**src/rtl/core/round_robin_reentrant_session_lock_assert.svh**
```systemverilog
// Assertion helpers for the session lock. They expect clk and rst_n in scope.
`ifndef ROUND_ROBIN_REENTRANT_SESSION_LOCK_ASSERT_SVH
`define ROUND_ROBIN_REENTRANT_SESSION_LOCK_ASSERT_SVH

// Same-cycle implication, ignored while reset is asserted.
`define RRSL_ASSERT_IMP(lbl, ante, cons) \
  lbl: assert property (@(posedge clk) disable iff (!rst_n) (ante) |-> (cons)) \
    else $error("session lock check failed (same cycle)");

// Next-cycle implication, ignored while reset is asserted.
`define RRSL_ASSERT_NEXT(lbl, ante, cons) \
  lbl: assert property (@(posedge clk) disable iff (!rst_n) (ante) |=> (cons)) \
    else $error("session lock check failed (next cycle)");

`endif

```
**src/rtl/core/rrsl_pkg.sv**
```systemverilog
`default_nettype none

package rrsl_pkg;

  // The session field is four bits wide, so at most sixteen ids can be named.
  localparam int ID_W    = 4;
  localparam int ID_SPAN = 16;

  typedef enum logic [2:0] {
    CMD_ACQUIRE         = 3'd0,
    CMD_WAKE_ACQUIRE    = 3'd1,
    CMD_RELEASE         = 3'd2,
    CMD_YIELD_WAIT      = 3'd3,
    CMD_RESUME          = 3'd4,
    CMD_RETIRE          = 3'd5,
    CMD_QUERY           = 3'd6,
    CMD_LENIENT_RELEASE = 3'd7
  } cmd_t;

  typedef enum logic [2:0] {
    STAT_OK         = 3'd0,
    STAT_MUST_WAIT  = 3'd1,
    STAT_NOT_HOLDER = 3'd2,
    STAT_ZERO_DEPTH = 3'd3,
    STAT_OVERFLOW   = 3'd4
  } status_t;

  // Stored per-session state.
  typedef enum logic [1:0] {
    SS_ABSENT   = 2'd0,
    SS_RUNNABLE = 2'd1,
    SS_RUNNING  = 2'd2,
    SS_WAITING  = 2'd3
  } sess_st_t;

  // Session state as reported on the result channel.
  typedef enum logic [1:0] {
    RPT_RUNNABLE = 2'd0,
    RPT_RUNNING  = 2'd1,
    RPT_WAITING  = 2'd2
  } rpt_t;

  typedef struct packed {
    cmd_t            cmd;
    logic [ID_W-1:0] session;
  } in_item_t;

  typedef struct packed {
    logic            granted;
    status_t         status;
    logic            holder_valid;
    logic [ID_W-1:0] holder_session;
    rpt_t            session_status;
    logic            next_valid;
    logic [ID_W-1:0] next_session;
  } out_item_t;

  typedef struct packed {
    logic            valid;
    logic [ID_W-1:0] idx;
  } pick_t;

endpackage

`default_nettype wire

```
**src/rtl/core/rrsl_chan_if.sv**
```systemverilog
`default_nettype none

interface rrsl_chan_if #(
  parameter type payload_t = logic
);
  logic     valid;
  logic     ready;
  payload_t payload;

  modport source (output valid, output payload, input ready);
  modport sink (input valid, input payload, output ready);
endinterface

`default_nettype wire

```
**src/rtl/core/rrsl_pick.sv**
```systemverilog
`default_nettype none

// Rotating priority pick: lowest set id above last, else lowest set id.
module rrsl_pick #(
  parameter int N = 16
) (
  input  wire logic [N-1:0]              mask,
  input  wire logic [rrsl_pkg::ID_W-1:0] last,
  output rrsl_pkg::pick_t                res
);

  logic [N-1:0] above;
  logic [N-1:0] sel;
  logic [N-1:0] low;

  always_comb begin
    for (int i = 0; i < N; i++) begin
      above[i] = mask[i] && (rrsl_pkg::ID_W'(i) > last);
    end
    sel = (|above) ? above : mask;
    // Isolate the lowest set bit, then turn the one-hot word into an index.
    low = sel & (~sel + N'(1));
    res.valid = |mask;
    res.idx   = '0;
    for (int i = 0; i < N; i++) begin
      if (low[i]) begin
        res.idx = res.idx | rrsl_pkg::ID_W'(i);
      end
    end
  end

endmodule

`default_nettype wire

```
**src/rtl/core/round_robin_reentrant_session_lock.sv**
```systemverilog
`default_nettype none

// Channel  Dir  Beat contents
// in_ch    in   cmd, session
// out_ch   out  granted, status, holder_valid, holder_session, session_status,
//                next_valid, next_session
//
// One command enters per cycle unless the result stalls; its result is offered after
// it passes the input register, one pass of decode, rotating pick and state update,
// and the result register. Each command sees the state left by the one before.
// Reset (rst_n low, synchronous) marks every session absent and frees the lock.
// A stalled result stalls the input register only; input stays open while the
// input register is empty or moving on.

`include "round_robin_reentrant_session_lock_assert.svh"

module round_robin_reentrant_session_lock #(
  parameter int MAX_SESSIONS = 16,
  parameter int DEPTH_BITS   = 8
) (
  input wire logic   clk,
  input wire logic   rst_n,
  rrsl_chan_if.sink   in_ch,
  rrsl_chan_if.source out_ch
);

  localparam int NUM_SLOTS = (MAX_SESSIONS < rrsl_pkg::ID_SPAN) ? MAX_SESSIONS
                                                                 : rrsl_pkg::ID_SPAN;
  localparam int SLOT_W = $clog2(NUM_SLOTS);
  localparam logic [6:0] MAX_S7 = 7'(MAX_SESSIONS);
  localparam logic [DEPTH_BITS-1:0] DEPTH_MAX = {DEPTH_BITS{1'b1}};

  logic                      in_vld_r;
  rrsl_pkg::in_item_t        in_item_r;
  rrsl_pkg::sess_st_t        st_r   [NUM_SLOTS];
  rrsl_pkg::sess_st_t        st_nxt [NUM_SLOTS];
  logic                      hv_r, hv_nxt;
  logic [rrsl_pkg::ID_W-1:0] holder_r, holder_nxt;
  logic [DEPTH_BITS-1:0]     depth_r, depth_nxt;
  logic [rrsl_pkg::ID_W-1:0] last_r, last_nxt;
  logic                      out_vld_r;
  rrsl_pkg::out_item_t       out_item_r, out_nxt;

  logic                      advance;
  rrsl_pkg::cmd_t            cmd;
  logic [rrsl_pkg::ID_W-1:0] sid;
  logic                      id_ok;
  logic [SLOT_W-1:0]         slot;
  rrsl_pkg::sess_st_t        st_cur;
  logic                      is_holder;
  logic [NUM_SLOTS-1:0]      req_mask;
  logic [NUM_SLOTS-1:0]      post_mask;
  rrsl_pkg::pick_t           pick_req;
  rrsl_pkg::pick_t           pick_post;
  logic                      try_grant;
  logic                      try_drop;
  logic [DEPTH_BITS-1:0]     depth_dec;
  rrsl_pkg::status_t         status;

  assign advance     = in_vld_r && (!out_vld_r || out_ch.ready);
  assign in_ch.ready = !in_vld_r || advance;
  assign out_ch.valid   = out_vld_r;
  assign out_ch.payload = out_item_r;

  assign cmd       = in_item_r.cmd;
  assign sid       = in_item_r.session;
  assign id_ok     = {3'b000, sid} < MAX_S7;
  assign slot      = sid[SLOT_W-1:0];
  assign st_cur    = st_r[slot];
  assign is_holder = hv_r && (holder_r == sid);
  assign depth_dec = depth_r - DEPTH_BITS'(1);

  // Runnable sessions, with the requester counted when it is runnable or absent.
  always_comb begin
    for (int i = 0; i < NUM_SLOTS; i++) begin
      req_mask[i] = (st_r[i] == rrsl_pkg::SS_RUNNABLE) ||
                    (id_ok && (slot == SLOT_W'(i)) && (st_r[i] == rrsl_pkg::SS_ABSENT));
      post_mask[i] = (st_nxt[i] == rrsl_pkg::SS_RUNNABLE);
    end
  end

  rrsl_pick #(.N(NUM_SLOTS)) u_pick_req (
    .mask (req_mask),
    .last (last_r),
    .res  (pick_req)
  );

  rrsl_pick #(.N(NUM_SLOTS)) u_pick_post (
    .mask (post_mask),
    .last (last_nxt),
    .res  (pick_post)
  );

  always_comb begin
    st_nxt     = st_r;
    hv_nxt     = hv_r;
    holder_nxt = holder_r;
    depth_nxt  = depth_r;
    last_nxt   = last_r;
    status     = rrsl_pkg::STAT_OK;
    try_grant  = 1'b0;
    try_drop   = 1'b0;
    out_nxt    = '0;

    if (!id_ok) begin
      status = (cmd == rrsl_pkg::CMD_QUERY) ? rrsl_pkg::STAT_OK : rrsl_pkg::STAT_NOT_HOLDER;
    end else begin
      case (cmd)
        rrsl_pkg::CMD_ACQUIRE: begin
          if (is_holder) begin
            try_grant = 1'b1;
          end else if (hv_r || (st_cur == rrsl_pkg::SS_WAITING)) begin
            status = rrsl_pkg::STAT_MUST_WAIT;
          end else if (!pick_req.valid || (pick_req.idx == sid)) begin
            try_grant = 1'b1;
          end else begin
            status = rrsl_pkg::STAT_MUST_WAIT;
          end
        end
        rrsl_pkg::CMD_WAKE_ACQUIRE: begin
          if (is_holder || (!hv_r && (st_cur != rrsl_pkg::SS_WAITING))) begin
            try_grant = 1'b1;
          end else begin
            status = rrsl_pkg::STAT_MUST_WAIT;
          end
        end
        rrsl_pkg::CMD_RELEASE: begin
          if (!is_holder) begin
            status = rrsl_pkg::STAT_NOT_HOLDER;
          end else if (depth_r == '0) begin
            status = rrsl_pkg::STAT_ZERO_DEPTH;
          end else begin
            try_drop = 1'b1;
          end
        end
        rrsl_pkg::CMD_YIELD_WAIT: begin
          if (!is_holder) begin
            status = rrsl_pkg::STAT_NOT_HOLDER;
          end else if (depth_r == '0) begin
            status = rrsl_pkg::STAT_ZERO_DEPTH;
          end else begin
            hv_nxt       = 1'b0;
            holder_nxt   = '0;
            depth_nxt    = '0;
            last_nxt     = sid;
            st_nxt[slot] = rrsl_pkg::SS_WAITING;
          end
        end
        rrsl_pkg::CMD_RESUME: begin
          st_nxt[slot] = rrsl_pkg::SS_RUNNABLE;
        end
        rrsl_pkg::CMD_RETIRE: begin
          st_nxt[slot] = rrsl_pkg::SS_ABSENT;
          if (is_holder) begin
            hv_nxt     = 1'b0;
            holder_nxt = '0;
            depth_nxt  = '0;
            last_nxt   = sid;
          end
        end
        rrsl_pkg::CMD_LENIENT_RELEASE: begin
          if (is_holder && (depth_r != '0)) begin
            try_drop = 1'b1;
          end else if (!hv_r && (st_cur == rrsl_pkg::SS_WAITING)) begin
            st_nxt[slot] = rrsl_pkg::SS_RUNNABLE;
          end
        end
        default: begin
        end
      endcase

      // A grant happens only for the holder or on a free lock, so a held lock
      // here always belongs to the requester.
      if (try_grant) begin
        if (hv_r && (depth_r == DEPTH_MAX)) begin
          status = rrsl_pkg::STAT_OVERFLOW;
        end else begin
          hv_nxt       = 1'b1;
          holder_nxt   = sid;
          depth_nxt    = (hv_r ? depth_r : '0) + DEPTH_BITS'(1);
          st_nxt[slot] = rrsl_pkg::SS_RUNNING;
        end
      end

      if (try_drop) begin
        if (depth_dec == '0) begin
          hv_nxt       = 1'b0;
          holder_nxt   = '0;
          depth_nxt    = '0;
          last_nxt     = sid;
          st_nxt[slot] = rrsl_pkg::SS_RUNNABLE;
        end else begin
          depth_nxt = depth_dec;
        end
      end
    end

    out_nxt.granted        = try_grant && (status == rrsl_pkg::STAT_OK);
    out_nxt.status         = status;
    out_nxt.holder_valid   = hv_nxt;
    out_nxt.holder_session = hv_nxt ? holder_nxt : '0;
    if (!id_ok) begin
      out_nxt.session_status = rrsl_pkg::RPT_RUNNABLE;
    end else begin
      case (st_nxt[slot])
        rrsl_pkg::SS_RUNNING: out_nxt.session_status = rrsl_pkg::RPT_RUNNING;
        rrsl_pkg::SS_WAITING: out_nxt.session_status = rrsl_pkg::RPT_WAITING;
        default:              out_nxt.session_status = rrsl_pkg::RPT_RUNNABLE;
      endcase
    end
    out_nxt.next_valid   = pick_post.valid;
    out_nxt.next_session = pick_post.valid ? pick_post.idx : '0;
  end

  always_ff @(posedge clk) begin
    if (!rst_n) begin
      in_vld_r <= 1'b0;
    end else if (in_ch.ready) begin
      in_vld_r <= in_ch.valid;
    end
  end

  always_ff @(posedge clk) begin
    if (in_ch.ready && in_ch.valid) begin
      in_item_r <= in_ch.payload;
    end
  end

  always_ff @(posedge clk) begin
    if (!rst_n) begin
      for (int i = 0; i < NUM_SLOTS; i++) begin
        st_r[i] <= rrsl_pkg::SS_ABSENT;
      end
      hv_r     <= 1'b0;
      holder_r <= '0;
      depth_r  <= '0;
      last_r   <= '0;
    end else if (advance) begin
      st_r     <= st_nxt;
      hv_r     <= hv_nxt;
      holder_r <= holder_nxt;
      depth_r  <= depth_nxt;
      last_r   <= last_nxt;
    end
  end

  always_ff @(posedge clk) begin
    if (!rst_n) begin
      out_vld_r <= 1'b0;
    end else if (advance) begin
      out_vld_r <= 1'b1;
    end else if (out_ch.ready) begin
      out_vld_r <= 1'b0;
    end
  end

  always_ff @(posedge clk) begin
    if (advance) begin
      out_item_r <= out_nxt;
    end
  end

  `RRSL_ASSERT_IMP(a_free_is_clean, !hv_r, (holder_r == '0) && (depth_r == '0))
  `RRSL_ASSERT_IMP(a_held_has_depth, hv_r, depth_r != '0)
  `RRSL_ASSERT_IMP(a_grant_leaves_holder, out_vld_r && out_item_r.granted, out_item_r.holder_valid && (out_item_r.status == rrsl_pkg::STAT_OK))
  `RRSL_ASSERT_NEXT(a_result_follows, advance, out_vld_r)

endmodule

`default_nettype wire
```
**src/flat_wrapper.sv**
```systemverilog
// flat-port wrapper written by rule: the top's interface ports become plain ports
module round_robin_reentrant_session_lock_flat 
#(
  parameter int MAX_SESSIONS = 16,
  parameter int DEPTH_BITS   = 8
)
  (clk, rst_n, in_ch_valid, in_ch_payload, in_ch_ready, out_ch_valid, out_ch_payload, out_ch_ready);
  rrsl_chan_if in_ch_i ();
  rrsl_chan_if out_ch_i ();
  input wire logic clk;
  input wire logic rst_n;
  input wire logic [$bits(in_ch_i.valid)-1:0] in_ch_valid;
  input wire logic [$bits(in_ch_i.payload)-1:0] in_ch_payload;
  output wire logic [$bits(in_ch_i.ready)-1:0] in_ch_ready;
  output wire logic [$bits(out_ch_i.valid)-1:0] out_ch_valid;
  output wire logic [$bits(out_ch_i.payload)-1:0] out_ch_payload;
  input wire logic [$bits(out_ch_i.ready)-1:0] out_ch_ready;
  assign in_ch_i.valid = in_ch_valid;
  assign in_ch_i.payload = in_ch_payload;
  assign in_ch_ready = in_ch_i.ready;
  assign out_ch_valid = out_ch_i.valid;
  assign out_ch_payload = out_ch_i.payload;
  assign out_ch_i.ready = out_ch_ready;
  round_robin_reentrant_session_lock #(.MAX_SESSIONS(MAX_SESSIONS), .DEPTH_BITS(DEPTH_BITS)) u_core (.clk(clk), .rst_n(rst_n), .in_ch(in_ch_i), .out_ch(out_ch_i));
endmodule
```
**config.mk**
```make
export PLATFORM = sky130hd
export DESIGN_NAME = round_robin_reentrant_session_lock_flat
export DESIGN_NICKNAME = d
export VERILOG_FILES = /design/src/rtl/core/rrsl_pkg.sv /design/src/rtl/core/rrsl_chan_if.sv /design/src/rtl/core/rrsl_pick.sv /design/src/rtl/core/round_robin_reentrant_session_lock.sv /design/src/flat_wrapper.sv
export VERILOG_INCLUDE_DIRS = /design/src /design/src/rtl/core
export SDC_FILE = /design/constraint.sdc
export NUM_CORES = 1
export LEC_CHECK = 0
export BUFFER_PORTS_ARGS = -buffer_cell sky130_fd_sc_hd__buf_2
export CAP_MARGIN = 25
export CORE_MARGIN = 2
export CORE_UTILIZATION = 60
export CTS_CLUSTER_DIAMETER = 100
export DETAILED_ROUTE_END_ITERATION = 6
export GPL_TIMING_DRIVEN = 0
export PLACE_DENSITY_LB_ADDON = 0.15
export REMOVE_ABC_BUFFERS = 1
export SYNTH_ARGS = -nofsm -noshare
export SYNTH_HDL_FRONTEND = slang
export SYNTH_SLANG_ARGS = --single-unit
```
**constraint.sdc**
```tcl
create_clock -name clk -period 4 [get_ports clk]
set_input_delay 0.8 -clock clk [delete_from_list [all_inputs] [get_ports clk]]
set_output_delay 0.8 -clock clk [all_outputs]
set_load 0.01 [all_outputs]
```
==> results of run 1 <==
-- critical path: stages --
cell and delay, ns:
buf_2 0.09, nor2b_1 0.44, nand2_1 0.16, buf_2 0.17
-- kinds of logic (layout without fill, tap and decap cells) --
logic type      Yosys count  in the layout
fa+ha+maj                 1              1
xor+xnor                  2              2
buf+inv                   9             15
simple gates             42             42
flops                    18             18
compound gates           30             30
-- how the worst min path moves through the flow --
stage,start,end,slack (ns),depth (start not counted)
3_5_place_dp,u_core.st_r[30],u_core.st_r[30],0.43,2
4_1_cts,u_core.st_r[30],u_core.st_r[30],0.44,2
6_report,u_core.st_r[30],u_core.st_r[30],0.44,2
2_1_floorplan,u_core.st_r[30],u_core.st_r[30],0.41,2
3_3_place_gp,u_core.st_r[30],u_core.st_r[30],0.42,2
5_1_grt,u_core.st_r[30],u_core.st_r[30],0.49,2
-- cell type report --
type	count	area [sq um]
inverters	4	15.0
fillers	129	490
repair buffers	7	35.0
flip-flops and latches	18	380
well taps	16	20.0
clock buffers	4	36.3
multi-input cells	75	494
-- metrics by stage --
stage / power [mW] / area, sq um / cells / hold WS [ns]
2_1_floorplan: 0.219 / 890 / 97 / 0.414
3_3_place_gp: 0.229 / 945 / 120 / 0.423
5_1_grt: 0.350 / 981 / 124 / 0.485
3_5_place_dp: 0.230 / 945 / 120 / 0.428
4_1_cts: 0.342 / 981 / 124 / 0.445
6_report: 0.339 / 981 / 124 / 0.443
-- power by group through the flow --
stage,clock network (mW),registers [mW],logic [mW]
2_1_floorplan,0,0.199,0.0208
3_3_place_gp,0,0.200,0.0292
3_5_place_dp,0,0.200,0.0302
4_1_cts,0.116,0.196,0.0304
5_1_grt,0.119,0.197,0.0347
6_report,0.113,0.196,0.0301
-- sequential cells by signal, indices dropped and copies added (netlist names) --
name                   cells
u_core.out_ch.valid        1
u_core.depth_r             8
u_core.hv_r                1
u_core.holder_r            1
u_core.sid                 1
u_core.st_r                4
u_core.in_vld_r            1
u_core.out_ch.payload      1
-- layer usage --
layer	track usage	vias to the layer above	wire length, microns	share of wire
met5	0	-	0	0
met3	0.0255	4	36	0.022
met2	0.331	9	776	0.47
met4	0.0909	0	28	0.017
met1	0.283	340	802	0.49
li1	-	374	-	-
-- cells in the mapped netlist, types with 2 or more instances --
library cell  number
a21boi_1           2
nor3b_1            3
a31oi_1            2
o21ai_0            8
nor2b_1            3
o21a_1             2
inv_1              4
or3_1              2
dfxtp_1           16
edfxtp_1           2
and2_1             3
nand3_1            8
a21oi_1            7
nand2_1            9
clkbuf_1           2
nor2_1             6
==> flow_metrics.env, run 1 <==
export IMPL_outcome="finished clean"
export IMPL_synth_seq_area_share=0.413
export IMPL_cp_max_fo=6
export IMPL_global_route_usage_total=0.209
export IMPL_dpl_hpwl_microns=1170
export IMPL_max_clock_freq_mhz=406
export IMPL_finalWeightedCongestion=0.762
export IMPL_timing_clock_skew_ns=0.00226
export IMPL_clock_power_share=0.332
export IMPL_synthAdderAreaFrac=0.0136
export IMPL_place_port_buffers=7
export IMPL_tritoncts_clock_tree="done"
export IMPL_grt_setup_unrepaired="no"
export IMPL_cts_repair_timing_setup_buffer_count=0
export IMPL_drtIter0Drc=11
export IMPL_power_density_normalized_to_cell_area_nw_per_um2=345
export IMPL_relSlewSlack=0.452
export IMPL_postSynth_asyncResetShare=0
export IMPL_crit_path_start="out_ch_ready"
export IMPL_cts_path_max_buffers=2
export IMPL_yosys_area_top_type="dfxtp_1"
export IMPL_layout_drive_gt1_share=0.167
export IMPL_synthSimpleGateAreaFrac=0.257
export IMPL_p_int_mw=0.256
export IMPL_most_common_layout_cells="dfxtp_1, nand2_1, o21ai_0, nand3_1"
export IMPL_layout_nets=115
export IMPL_power_leakage_nw=0.369
export IMPL_vias_in_the_first_global_route=674
export IMPL_globalRoute_totalOverflow=0
export IMPL_post_synth_inst_count=102
export IMPL_worstReg2RegStart="u_core.hv_r"
export IMPL_via_count=727
export IMPL_synth_yosys_warnings=0
export IMPL_fp_row_count=14
export IMPL_ctsHoldBuffers=0
export IMPL_most_used_flip_flop_cell_after_synthesis="dfxtp_1"
export IMPL_dieHeight_microns=43.2
export IMPL_period_utilisation_layout=0.616
export IMPL_drt_vias_per_instance=5.86
export IMPL_postSynthAreaPerCell_sq_um=9.03
export IMPL_ant_nets=0
export IMPL_worst_ep_required_time_ns=3.20
export IMPL_reg2reg_depth=5
export IMPL_fin_crit_ns=2.47
export IMPL_tightestPinTransition_ns=0.819
export IMPL_critical_path_arrival_ns=1.67
export IMPL_timing_hold_violations_final=0
export IMPL_synth_top_family_by_area="simple AND/OR/NAND/NOR gates"
export IMPL_maxSlewViolCount=0
export IMPL_pin_count=8
export IMPL_number_of_enable_flip_flop_cells_after_synthesis=2
export IMPL_grt_max_degree=21
export IMPL_max_cap_violations=0
export IMPL_drt_pass1_iterations=4
export IMPL_numCtsBuffers=3
export IMPL_die_width_microns=43.2
export IMPL_clock_insertion_delay_worst_skew_ns=0.29
export IMPL_die_area_sq_um=1860
export IMPL_final_common_cell="dfxtp_1"
export IMPL_setup_viol=0
export IMPL_irDropWorstVdd_mv=0.265
export IMPL_path_type_of_the_worst_setup_path="input pin to output pin"
export IMPL_syn_to_final_growth_pct=6.52
export IMPL_reg_to_reg_end="u_core.st_r[31]"
export IMPL_yosys_top_cells_area="dfxtp_1, edfxtp_1, nand3_1"
export IMPL_synth_seq_cells=18
export IMPL_post_cts_resize_count=0
export IMPL_timing_critical_path_from_type="input pin"
export IMPL_synth_compound_area_frac=0.227
export IMPL_diodes=0
export IMPL_core_area_sq_um=1470
export IMPL_wl_per_cell_microns=13.3
export IMPL_totalNegativeSetupSlack_ns=0
export IMPL_seqPwrFrac=0.579
export IMPL_clock_sinks=18
export IMPL_finalCoreUtilization=0.667
export IMPL_crit_path_end_kind="output pin"
export IMPL_hold_path_class="flip-flop to flip-flop"
export IMPL_pwr_share_comb=0.089
export IMPL_finalWorstSetupSlack_ns=1.53
export IMPL_htree_levels=1
export IMPL_r2r_setup_slack_ns=1.91
export IMPL_net_switching_fraction_of_the_power=0.244
export IMPL_mappedNetlistArea_sq_um=921
export IMPL_grt_pass1_wl_microns=2950
export IMPL_detail_route_wirelength_microns=1640
export IMPL_synth_lib_cells_used_distinct=39
export IMPL_post_route_drc_count=0
export IMPL_clk_pin_slew_ns=0.11
export IMPL_synth_top_area_frac=0.348
export IMPL_synth_area_mux_share=0
export IMPL_grt_antenna_before_repair=0
export IMPL_cts_root_buffer_cell="clkbuf_4"
export IMPL_worst_setup_path_endpoint="in_ch_ready"
export IMPL_fraction_of_synthesized_cell_area_in_xor_and_xnor_cells=0.0394
export IMPL_start_util=0.626
export IMPL_pre_cts_setup_slack_ns=1.56
export IMPL_power_net_switching_mw=0.0824
Power figures use the tool's default switching activity.
==> inputs of run 2 (changes only) <==
--- a/config.mk
+++ b/config.mk
@@ -9,7 +9,7 @@
 export BUFFER_PORTS_ARGS = -buffer_cell sky130_fd_sc_hd__buf_2
 export CAP_MARGIN = 25
 export CORE_MARGIN = 2
-export CORE_UTILIZATION = 60
+export CORE_UTILIZATION = 51
 export CTS_CLUSTER_DIAMETER = 100
 export DETAILED_ROUTE_END_ITERATION = 6
 export GPL_TIMING_DRIVEN = 0
==> constraint.sdc (replaced) <==
create_clock -name clk -period 2 [get_ports clk]
set_input_delay 0.4 -clock clk [delete_from_list [all_inputs] [get_ports clk]]
set_output_delay 0.4 -clock clk [all_outputs]
set_load 0.01 [all_outputs]
==> flow_metrics.env, run 2 (synthesis results as in run 1) <==
export IMPL_outcome="finished clean"
export IMPL_final_hold_worst_slack_ns=0.275
export IMPL_max_cap_violations=0
export IMPL_fp_row_count=15
export IMPL_grt_pass1_wl_microns=2990
export IMPL_largest_reg_flops=8
export IMPL_tightestPinTransition_ns=0.532
export IMPL_grt_max_degree=21
export IMPL_globalRoute_totalOverflow=0
export IMPL_crit_path_start="u_core.sid[0]"
export IMPL_die_area_sq_um=2160
export IMPL_drtIter0Drc=12
export IMPL_drt_vias_per_instance=5.39
export IMPL_power_density_normalized_to_cell_area_nw_per_um2=678
export IMPL_largest_register="u_core.depth_r"
export IMPL_setup_viol=0
export IMPL_dieHeight_microns=46.5
export IMPL_placed_cells=129
export IMPL_fin_crit_ns=1.89
export IMPL_dpl_hpwl_microns=1220
export IMPL_cts_path_max_buffers=2
export IMPL_hold_path_class="input pin to flip-flop"
export IMPL_crit_path_end_kind="flip-flop"
export IMPL_global_route_usage_total=0.193
export IMPL_timing_clock_skew_ns=0.00544
export IMPL_pin_count=8
export IMPL_numCtsBuffers=3
export IMPL_wl_per_cell_microns=12.8
export IMPL_timing_hold_violations_final=0
export IMPL_layout_drive_gt1_share=0.191
export IMPL_tritoncts_clock_tree="done"
export IMPL_r2r_setup_slack_ns=0.11
export IMPL_die_width_microns=46.5
export IMPL_fillCellCount=158
export IMPL_ant_nets=0
export IMPL_htree_levels=1
export IMPL_worst_ep_required_time_ns=2.19
export IMPL_drt_pass1_iterations=4
export IMPL_core_area_sq_um=1710
export IMPL_ctsHoldBuffers=0
export IMPL_clk_pin_slew_ns=0.11
export IMPL_grt_setup_unrepaired="no"
export IMPL_grt_antenna_before_repair=0
export IMPL_detail_route_wirelength_microns=1730
export IMPL_layout_nets=117
export IMPL_worst_path_dominant_cell_family="compound AO/OA/AOI/OAI gates"
export IMPL_finalWeightedCongestion=0.757
export IMPL_cts_root_buffer_cell="clkbuf_4"
export IMPL_syn_to_final_growth_pct=9.51
export IMPL_maxSlewViolCount=0
export IMPL_reg_top3="u_core.depth_r (8), u_core.st_r (4)"
export IMPL_clock_sinks=18
export IMPL_critPathMaxStageDelay_ns=0.56
export IMPL_final_common_cell="dfxtp_1"
export IMPL_most_common_layout_cells="dfxtp_1, nand2_1, o21ai_0, nand3_1"
export IMPL_power_leakage_nw=0.379
export IMPL_max_clock_freq_mhz=529
export IMPL_post_layout_total_power_mw=0.684
export IMPL_irDropWorstVdd_mv=0.397
export IMPL_path_buf_inv=1
export IMPL_holdCritStartpoint="in_ch_payload"
export IMPL_place_port_buffers=7
export IMPL_timing_critical_path_from_type="flip-flop"
export IMPL_worstReg2RegStart="u_core.sid[0]"
export IMPL_worst_hold_path_endpoint="u_core.sid[0]"
export IMPL_clock_insertion_delay_worst_skew_ns=0.29
export IMPL_final_non_filler_cell_total=135
export IMPL_reg_to_reg_end="u_core.depth_r[2]"
export IMPL_reg2reg_depth=6
export IMPL_start_util=0.539
export IMPL_finalCoreUtilization=0.590
export IMPL_post_route_drc_count=0
export IMPL_relSlewSlack=0.645
export IMPL_diodes=0
export IMPL_crit_chain="xor2_4, a211oi_4, o211ai_1, buf_4, a21oi_1, o22ai_1"
export IMPL_cp_max_fo=9
export IMPL_worstHoldPathCells=1
export IMPL_path_type_of_the_worst_setup_path="flip-flop to flip-flop"
export IMPL_critical_path_arrival_ns=2.08
export IMPL_vias_in_the_first_global_route=687
export IMPL_timing_critical_path_slowest_stage_cell="edfxtp_1"
export IMPL_via_count=728
export IMPL_period_utilisation_layout=0.946
-- run 2: worst max path at each step --
stage / cells past startpoint / to / slack, ns
after floorplan: 5 / u_core.depth_r[3] / 0.26
after global placement: 5 / u_core.st_r[31] / -0.01
after detailed placement: 5 / u_core.st_r[31] / -0.08
after CTS: 7 / u_core.depth_r[6] / 0.03
after global routing: 6 / u_core.depth_r[2] / 0.04
final: 6 / u_core.depth_r[2] / 0.11
-- run 2: per-stage QoR --
step	area [sq um]	setup WS, ns	setup TNS [ns]
2_1_floorplan	890	0.260	0
3_3_place_gp	956	-0.0111	-0.0111
3_5_place_dp	956	-0.0834	-0.224
4_1_cts	1010	0.0337	0
5_1_grt	1010	0.0357	0
6_report	1010	0.108	0
-- run 2: power breakdown --
| part | leakage (nW) | total (mW) | switching, mW | internal (mW) |
|---|---|---|---|---|
| Sequential | 0.151 | 0.392 | 0.0162 | 0.376 |
| Clock | 0.0210 | 0.227 | 0.116 | 0.111 |
| Combinational | 0.207 | 0.0653 | 0.0364 | 0.0290 |
-- run 2: cell type report --
cell class                 count  area [sq um]  area share
multi-input combinational     75           494       0.490
sequential                    18           382       0.378
timing repair buffer           9          50.0      0.0496
clock buffer                   4          36.3      0.0360
tap                           25          31.3      0.0310
inverter                       4          15.0      0.0149
-- run 2: what timing repair did --
| action | in CTS | in global routing |
|---|---|---|
| resized for setup | 0 | 1 |
| pin swaps | 1 | 0 |
| endpoints found under the setup margin | 8 | 2 |
| setup buffers | 2 | 0 |
| endpoints found under the hold margin | 0 | 0 |
-- run 2: metal layers --
| metal | track usage | wire length (microns) | vias to the layer above | share of wire |
|---|---|---|---|---|
| li1 | - | - | 385 | - |
| met1 | 0.255 | 868 | 332 | 0.50 |
| met2 | 0.303 | 797 | 7 | 0.46 |
| met3 | 0.0353 | 36 | 4 | 0.021 |
| met4 | 0.0857 | 25 | 0 | 0.014 |
| met5 | 0 | 0 | - | 0 |
==> inputs of run 3 (changes only) <==
--- a/config.mk
+++ b/config.mk
@@ -6,15 +6,16 @@
 export SDC_FILE = /design/constraint.sdc
 export NUM_CORES = 1
 export LEC_CHECK = 0
+export ABC_AREA = 1
 export BUFFER_PORTS_ARGS = -buffer_cell sky130_fd_sc_hd__buf_2
 export CAP_MARGIN = 25
+export CORE_ASPECT_RATIO = 1.4
 export CORE_MARGIN = 2
 export CORE_UTILIZATION = 51
 export CTS_CLUSTER_DIAMETER = 100
 export DETAILED_ROUTE_END_ITERATION = 6
 export GPL_TIMING_DRIVEN = 0
 export PLACE_DENSITY_LB_ADDON = 0.15
-export REMOVE_ABC_BUFFERS = 1
 export SYNTH_ARGS = -nofsm -noshare
 export SYNTH_HDL_FRONTEND = slang
 export SYNTH_SLANG_ARGS = --single-unit
==> flow_metrics.env, run 3 <==
export IMPL_grt_pass1_wl_microns=3080
export IMPL_worst_path_dominant_cell_family="simple AND/OR/NAND/NOR gates"
export IMPL_clock_insertion_delay_worst_skew_ns=0.30
export IMPL_clock_sinks=18
export IMPL_period_utilisation_layout=0.805
export IMPL_net_switching_fraction_of_the_power=0.267
export IMPL_worstReg2RegStart="u_core.hv_r"
export IMPL_cts_root_buffer_cell="clkbuf_4"
export IMPL_power_density_normalized_to_cell_area_nw_per_um2=604
export IMPL_pin_count=8
export IMPL_start_util=0.554
export IMPL_outcome="finished clean"
export IMPL_tritoncts_clock_tree="done"
export IMPL_postSynth_asyncResetShare=0
export IMPL_crit_path_start="u_core.hv_r"
export IMPL_p_int_mw=0.480
export IMPL_timing_clock_skew_ns=0.00590
export IMPL_cts_path_max_buffers=2
export IMPL_hold_path_class="input pin to flip-flop"
export IMPL_post_synth_most_frequent_cells="nand2_1, inv_1, dfxtp_1, a21oi_1, nor2_1"
export IMPL_grt_antenna_before_repair=0
export IMPL_yosys_top_cells_area="dfxtp_1, nand2_1, inv_1"
export IMPL_syn_to_final_growth_pct=8.65
export IMPL_most_common_layout_cells="nand2_1, inv_1, dfxtp_1"
export IMPL_path_type_of_the_worst_setup_path="flip-flop to flip-flop"
export IMPL_number_of_enable_flip_flop_cells_after_synthesis=2
export IMPL_pwr_share_comb=0.117
export IMPL_post_synth_inst_count=138
export IMPL_crit_chain="buf_6, nand2_1, inv_1, ha_1, nand2_1, nor2_4, nand3_2, nand2_1, nand4_1, a21oi_1"
export IMPL_timing_hold_violations_final=0
export IMPL_timing_critical_path_slowest_stage_cell="dfxtp_1"
export IMPL_die_area_sq_um=2330
export IMPL_drt_vias_per_instance=5.24
export IMPL_seqPwrFrac=0.602
export IMPL_wl_per_cell_microns=11.2
export IMPL_cp_max_fo=10
export IMPL_htree_levels=1
export IMPL_critical_path_arrival_ns=1.84
export IMPL_final_common_cell="nand2_1"
export IMPL_postSynthAreaPerCell_sq_um=7.24
export IMPL_maxSlewViolCount=0
export IMPL_grt_setup_unrepaired="no"
export IMPL_synth_top_area_frac=0.321
export IMPL_synth_seq_area_share=0.381
export IMPL_post_route_drc_count=0
export IMPL_synth_lib_cells_used_distinct=22
export IMPL_dieHeight_microns=56.4
export IMPL_path_buf_inv=2
export IMPL_holdCritStartpoint="in_ch_payload"
export IMPL_critPathMaxStageDelay_ns=0.48
export IMPL_synth_seq_cells=18
export IMPL_detail_route_wirelength_microns=1900
export IMPL_via_count=886
export IMPL_synth_fp_nets=144
export IMPL_grt_max_degree=11
export IMPL_fin_crit_ns=1.61
export IMPL_most_used_flip_flop_cell_after_synthesis="dfxtp_1"
export IMPL_fp_row_count=18
export IMPL_post_cts_resize_count=0
export IMPL_timing_critical_path_from_type="flip-flop"
export IMPL_setup_viol=0
export IMPL_place_port_buffers=7
export IMPL_drtIter0Drc=17
export IMPL_max_cap_violations=0
export IMPL_finalCoreUtilization=0.602
export IMPL_layout_nets=156
export IMPL_drt_pass1_iterations=4
export IMPL_global_route_usage_total=0.190
export IMPL_post_route_cell_area_sq_um=1080
export IMPL_reg_top3="u_core.depth_r (8), u_core.st_r (4)"
export IMPL_power_net_switching_mw=0.175
export IMPL_clock_power_share=0.281
export IMPL_yosys_area_top_type="dfxtp_1"
export IMPL_synth_yosys_warnings=0
export IMPL_relSlewSlack=0.807
export IMPL_die_width_microns=41.4
export IMPL_placed_cells=165
export IMPL_cts_repair_timing_setup_buffer_count=0
export IMPL_power_leakage_nw=0.525
export IMPL_core_area_sq_um=1800
export IMPL_ctsHoldBuffers=0
export IMPL_largest_register="u_core.depth_r"
export IMPL_layout_drive_gt1_share=0.188
export IMPL_globalRoute_totalOverflow=0
export IMPL_irDropWorstVdd_mv=0.411
export IMPL_crit_path_end_kind="flip-flop"
export IMPL_final_non_filler_cell_total=169
export IMPL_critical_path_top_cell_by_count="nand2_1"
export IMPL_vias_in_the_first_global_route=772
export IMPL_finalWeightedCongestion=0.760
export IMPL_numCtsBuffers=3
export IMPL_clk_pin_slew_ns=0.10
export IMPL_totalNegativeSetupSlack_ns=0
export IMPL_max_clock_freq_mhz=621
export IMPL_ant_nets=0
export IMPL_mappedNetlistArea_sq_um=998
export IMPL_placed_area_sq_um=1060
export IMPL_worst_ep_required_time_ns=2.23
export IMPL_largest_reg_flops=8
export IMPL_dpl_hpwl_microns=1440
export IMPL_yosysMostFrequentCell="nand2_1"
export IMPL_diodes=0
export IMPL_tightestPinTransition_ns=0.288
-- run 3: area by class of cell --
| type | instances | area (sq um) |
|---|---|---|
| fillers | 194 | 717 |
| multi-input cells | 94 | 505 |
| flip-flops and latches | 18 | 380 |
| inverters | 24 | 90.1 |
| repair buffers | 7 | 35.0 |
| well taps | 20 | 25.0 |
| clock buffers | 3 | 22.5 |
| plain buffers | 2 | 22.5 |
| clock inverters | 1 | 3.75 |
-- run 3: worst paths after layout --
path / endpoint / slack, ns / cells after the start
setup / recovery: u_core.depth_r[6] / 0.39 / 10
hold reg to reg: u_core.st_r[30] / 0.47 / 2
setup reg to reg: u_core.depth_r[6] / 0.39 / 10
hold / removal: u_core.sid[0] / 0.28 / 1
-- run 3: power groups by stage --
stage | sequential, mW | combinational, mW | clock, mW
4_1_cts | 0.394 | 0.0769 | 0.193
3_3_place_gp | 0.401 | 0.0745 | 0
2_1_floorplan | 0.401 | 0.0563 | 0
5_1_grt | 0.397 | 0.0850 | 0.214
3_5_place_dp | 0.403 | 0.0766 | 0
6_report | 0.394 | 0.0764 | 0.184
-- run 3: metal layers --
metal,wire length (microns),GRT usage,up-vias
li1,-,-,459
met1,819,0.224,409
met2,991,0.310,13
met3,48,0.0356,5
met4,39,0.0876,0
met5,0,0,-
-- run 3: worst reg2reg max path, cell delays in order, from the launching register on --
cell	delay, ns
dfxtp_1	0.48
buf_6	0.18
nand2_1	0.06
inv_1	0.05
ha_1	0.18
nand2_1	0.10
nor2_4	0.13
nand3_2	0.07
nand2_1	0.07
nand4_1	0.09
a21oi_1	0.14
-- run 3: cell families after synthesis --
logic type,synth area share
simple gates,0.395
buf+inv,0.113
flops,0.381
compound gates,0.0639
xor+xnor,0.0351
fa+ha+maj,0.0125
-- run 3: metrics by stage --
step	hold WS (ns)	setup slack, ns	power [mW]
after detailed placement	0.458	0.408	0.479
after CTS	0.269	0.383	0.664
after floorplan	0.432	0.576	0.457
final	0.275	0.390	0.655
after global placement	0.447	0.441	0.476
after global routing	0.256	0.293	0.696
